==> src/hdl/quadtree_face_neighbor_lookup_assert.svh <==
// ----------------------------------------------------------------------------
// quadtree_face_neighbor_lookup_assert.svh
// Assertion macros for the quadtree face neighbor lookup block.
// ----------------------------------------------------------------------------
`ifndef QUADTREE_FACE_NEIGHBOR_LOOKUP_ASSERT_SVH
`define QUADTREE_FACE_NEIGHBOR_LOOKUP_ASSERT_SVH

`ifndef SYNTH

// antecedent holds, consequent holds in the same cycle
`define QFNL_ASSERT_SAME(name, clock, reset, ante, cons) \
  name: assert property (@(posedge clock) disable iff (reset) (ante) |-> (cons)) \
    else $error("quadtree lookup check failed");

// antecedent holds, consequent holds in the next cycle
`define QFNL_ASSERT_NEXT(name, clock, reset, ante, cons) \
  name: assert property (@(posedge clock) disable iff (reset) (ante) |=> (cons)) \
    else $error("quadtree lookup check failed");

`else

`define QFNL_ASSERT_SAME(name, clock, reset, ante, cons)
`define QFNL_ASSERT_NEXT(name, clock, reset, ante, cons)

`endif

`endif

==> src/hdl/qfnl_pkg.sv <==
// ----------------------------------------------------------------------------
// qfnl_pkg
// Shared types, codes and constants of the quadtree face neighbor lookup.
// ----------------------------------------------------------------------------
package qfnl_pkg;

  localparam int BASE_LOG2_DEF = 8;
  localparam int MAX_LEVELS    = 8;
  localparam int LEVEL_SLOTS   = 8;

  localparam int COORD_W     = 8;
  localparam int LEVEL_W     = 3;
  localparam int LABEL_W     = 2;
  localparam int CFG_W       = 4;
  localparam int CFG_INDEX_W = 2;
  localparam int NB_W        = COORD_W + 1;
  localparam int KID_W       = COORD_W + 2;

  localparam logic [LABEL_W-1:0] LBL_INACTIVE = 2'd0;
  localparam logic [LABEL_W-1:0] LBL_ACTIVE   = 2'd1;
  localparam logic [LABEL_W-1:0] LBL_UP       = 2'd2;
  localparam logic [LABEL_W-1:0] LBL_DOWN     = 2'd3;

  localparam logic OP_WRITE = 1'b0;
  localparam logic OP_QUERY = 1'b1;

  localparam logic [CFG_INDEX_W-1:0] REG_WIDTH_LOG2  = 2'd0;
  localparam logic [CFG_INDEX_W-1:0] REG_HEIGHT_LOG2 = 2'd1;
  localparam logic [CFG_INDEX_W-1:0] REG_LEVEL_COUNT = 2'd2;

  localparam logic [CFG_W-1:0] CFG_RESET = 4'd8;

  typedef enum logic [2:0] {
    ST_CLEAR,
    ST_IDLE,
    ST_LOOK,
    ST_LABEL,
    ST_CHILD0,
    ST_CHILD1,
    ST_SECOND
  } state_t;

  typedef struct packed {
    logic               wr;
    logic [LABEL_W-1:0] data;
  } store_req_t;

  function automatic int stride_log2(input int lv, input int b);
    return (lv < b) ? (b - lv) : 0;
  endfunction

  function automatic int level_base(input int lv, input int b);
    int acc;
    acc = 0;
    for (int l = 0; l < lv; l++) begin
      acc = acc + (1 << (2 * stride_log2(l, b)));
    end
    return acc;
  endfunction

endpackage

==> src/hdl/qfnl_store.sv <==
// ----------------------------------------------------------------------------
// qfnl_store
// Single-port label memory, one access per cycle, registered read data.
// ----------------------------------------------------------------------------
module qfnl_store #(
  parameter int DEPTH  = 16,
  parameter int ADDR_W = 4
) (
  input  logic                         clk,
  input  qfnl_pkg::store_req_t         req,
  input  logic [ADDR_W-1:0]            addr,
  output logic [qfnl_pkg::LABEL_W-1:0] rdata
);
  import qfnl_pkg::*;

  logic [LABEL_W-1:0] mem [DEPTH];

  always_ff @(posedge clk) begin
    if (req.wr) begin
      mem[addr] <= req.data;
    end
    rdata <= mem[addr];
  end

endmodule

==> config.mk <==
export PLATFORM = sky130hd
export DESIGN_NAME = qfnl_store
export DESIGN_NICKNAME = d
export VERILOG_FILES = /design/src/hdl/quadtree_face_neighbor_lookup_assert.svh /design/src/hdl/qfnl_pkg.sv /design/src/hdl/qfnl_store.sv
export SDC_FILE = /design/constraint.sdc
export NUM_CORES = 1
export LEC_CHECK = 0
export ABC_CLOCK_PERIOD_IN_PS = 1400
export CORE_MARGIN = 1.5
export CORE_UTILIZATION = 43
export CTS_CLUSTER_DIAMETER = 60
export CTS_CLUSTER_SIZE = 30
export DETAILED_ROUTE_END_ITERATION = 16
export DONT_BUFFER_PORTS = 1
export GPL_ROUTABILITY_DRIVEN = 0
export PLACE_DENSITY = 0.58
export SETUP_SLACK_MARGIN = 0.1
export SLEW_MARGIN = 5
export SYNTH_ARGS = -nofsm -noshare
export SYNTH_HDL_FRONTEND = slang
export SYNTH_SLANG_ARGS = --single-unit
==> constraint.sdc <==
create_clock -name clk -period 1.4 [get_ports clk]
set_input_delay 0.07 -clock clk [delete_from_list [all_inputs] [get_ports clk]]
set_output_delay 0.07 -clock clk [all_outputs]
set_load 0.02 [all_outputs]
==> out/summary.txt <==
status -> completed
CP startpoint -> mem[0][1]$_DFFE_PP_
Yosys cell types -> 17
CTS tree -> yes
final worst path period share -> 0.886
Worst R2R Path Depth -> 3
f_max -> 806 MHz
number of buffers added for setup after CTS -> 0
LEAKAGE -> 0.481 nW
Max Cap Viol -> 0
placed cell area -> 1420 µm²
r2r endpoint -> rdata[1]$_DFF_P_
Worst Hold Class -> in -> reg
CTS max path bufs -> 2
power per cell area -> 1170 nW/µm²
DRC -> 0
WL final -> 2510 µm
IO Pins -> 10
DRT Pass-1 Iters -> 4
Nets -> 97
Final Cell Area -> 1540 µm²
number of global-route vias before repair -> 764
Worst Setup End Kind -> flop
Synthesized Nets -> 88
cell area after synthesis -> 1400 µm²
GRT overflow -> 0
largest net degree at the start of global routing -> 17
htree depth -> 2
post-synthesis mux area share -> 0.137
initial antenna violation count -> 0
drt via density -> 5.42
synthesis-to-layout area growth -> 10.4%
Avg Cell Area, Syn -> 17.5 µm²
Peak VDD IR -> 0.000563 V
hpwl dp -> 1620 µm
Setup Skew -> 0.0119 ns
setup TNS -> 0 ns
ranking of synthesized cells by area -> edfxtp_1, mux4_2, mux4_1, nor2_1, dfxtp_1
# setup viols final -> 0
die area -> 3600 µm²
first-pass GRT wire length -> 3910 µm
initial core utilization -> 0.454
1st-iter DRT viols -> 57
Port Buf Inserts -> 0
vias after detailed routing -> 721
Die Width -> 60.0 µm
DIE HEIGHT -> 60.0 µm
fraction of the mapped netlist area in simple logic gates -> 0.110
reg2reg start -> mem[0][1]$_DFFE_PP_
layout cell share with drive strength beyond 1 -> 0.157
critical path data arrival time -> 1.47 ns
CP Max Fanout -> 1
Worst-path clk slew -> 0.10 ns
Max Slew Vio Count -> 0
main combinational cell family by area after synthesis -> multiplexers
number of buffers created by CTS -> 5
Synth Area in Adders -> 0
Worst setup SP type -> flop
slew margin rel. -> 0.624
Fin. Hold Viols -> 0
share of the synthesized area in the top cell type -> 0.688
GRT Total Usage -> 0.167
Yosys reg bits -> 34
row cnt -> 20
clock tree sinks -> 34
total core area -> 3080 µm²
worst path required time -> 1.63 ns
cell taking the most area after synthesis -> edfxtp_1
clock latency at the later pin of the worst-skew pair -> 0.34 ns
Root Buffer -> clkbuf_4
sequential share of the synthesized area -> 0.717
xor/xnor cell area share of the yosys netlist -> 0
DR WL/cell -> 18.9 µm
Hold Path Depth -> 3
Worst-Margin Slew -> 0.563 ns
Setup crit end -> rdata[1]$_DFF_P_
r2r setup slk -> 0.16 ns
Syn Inst Count -> 80
Inserted Diodes -> 0
Hold WS -> 0.0140 ns
critical path class -> reg -> reg
compound-gate portion of the synthesized area -> 0.0108
warnings from Yosys -> 0
RSZ-0062 raised after global routing -> true
antenna-violating nets left -> 0
Tmin final -> 1.24 ns
[Yosys cell counts, drive strengths merged]
cell type  count
mux4           8
dfxtp          2
nand3b         2
nand2b         2
nor3           4
or3b           1
a22oi          2
nor2          13
nand3          5
edfxtp        32
buf            3
clkbuf         1
nand2          3
nor2b          2
[worst min-delay path by stage]
stage | endpoint | start | slack, ns
finish | rdata[0]$_DFF_P_ | addr[3] | 0.01
global route | rdata[0]$_DFF_P_ | addr[3] | 0.02
CTS | rdata[1]$_DFF_P_ | addr[3] | 0.001
detailed placement | mem[10][0]$_DFFE_PP_ | req[0] | 0.17
global placement | mem[2][1]$_DFFE_PP_ | req[1] | 0.17
floorplan | mem[0][0]$_DFFE_PP_ | req[0] | 0.17
[flip-flops by register name, summed over array words and instances (netlist names)]
name	flops
mem	32
rdata	2
[worst max-delay path: stages (launching register included)]
cell,delay [ns]
edfxtp_1,0.39
mux4_2,0.49
a22oi_2,0.17
nand3_1,0.08
[metrics by stage]
step           instances  power [mW]  setup slack, ns   util
4_1_cts              133        1.81            0.130  0.498
6_report             133        1.80            0.160  0.501
2_1_floorplan         80        1.25            0.151      -
3_5_place_dp         120        1.24            0.151  0.460
3_3_place_gp         120        1.24            0.161  0.460
5_1_grt              133        1.86           0.0756  0.501
[cells in the final DEF (no fill, tap or decap), drive strengths merged]
cell | synthesis | layout
nor3 | 4 | 4
edfxtp | 32 | 32
nand3b | 2 | 2
nor2b | 2 | 2
or3b | 1 | 1
dfxtp | 2 | 2
dlygate4sd3 | 0 | 6
nand3 | 5 | 5
nand2 | 3 | 3
mux4 | 8 | 8
clkbuf | 1 | 7
a22oi | 2 | 2
nand2b | 2 | 2
nor2 | 13 | 13
[layer usage]
metal  GRT usage  vias to the layer above  share of wire
met5           0                        -              0
met4       0.111                        0          0.022
met3      0.0498                        7          0.065
met2       0.245                       27           0.45
met1       0.212                      352           0.46
li1            -                      335              -
[where the power goes]
part	switching [mW]	leakage (nW)	internal, mW
Sequential	0.0159	0.306	1.14
Clock	0.308	0.0314	0.237
Combinational	0.0499	0.143	0.0522
Total	0.374	0.481	1.43
[area by class of cell]
cell class	count	area (µm²)
tap	44	55.1
multi-input combinational	42	370
fill	283	1540
clock buffer	7	55.1
timing repair buffer	6	60.1
sequential	34	1000
[logic make-up after synthesis]
family	after synthesis
flip-flops	34
buffers and inverters	4
multiplexers	8
AND/OR/NAND/NOR	32
AO/OA/AOI/OAI	2
[timing repair]
action | in CTS | in global routing
resized for setup | 0 | 2
setup endpoints to repair | 0 | 2
hold endpoints to repair | 42 | 0
hold buffers | 6 | 0
(Power assumes the default switching activity.)
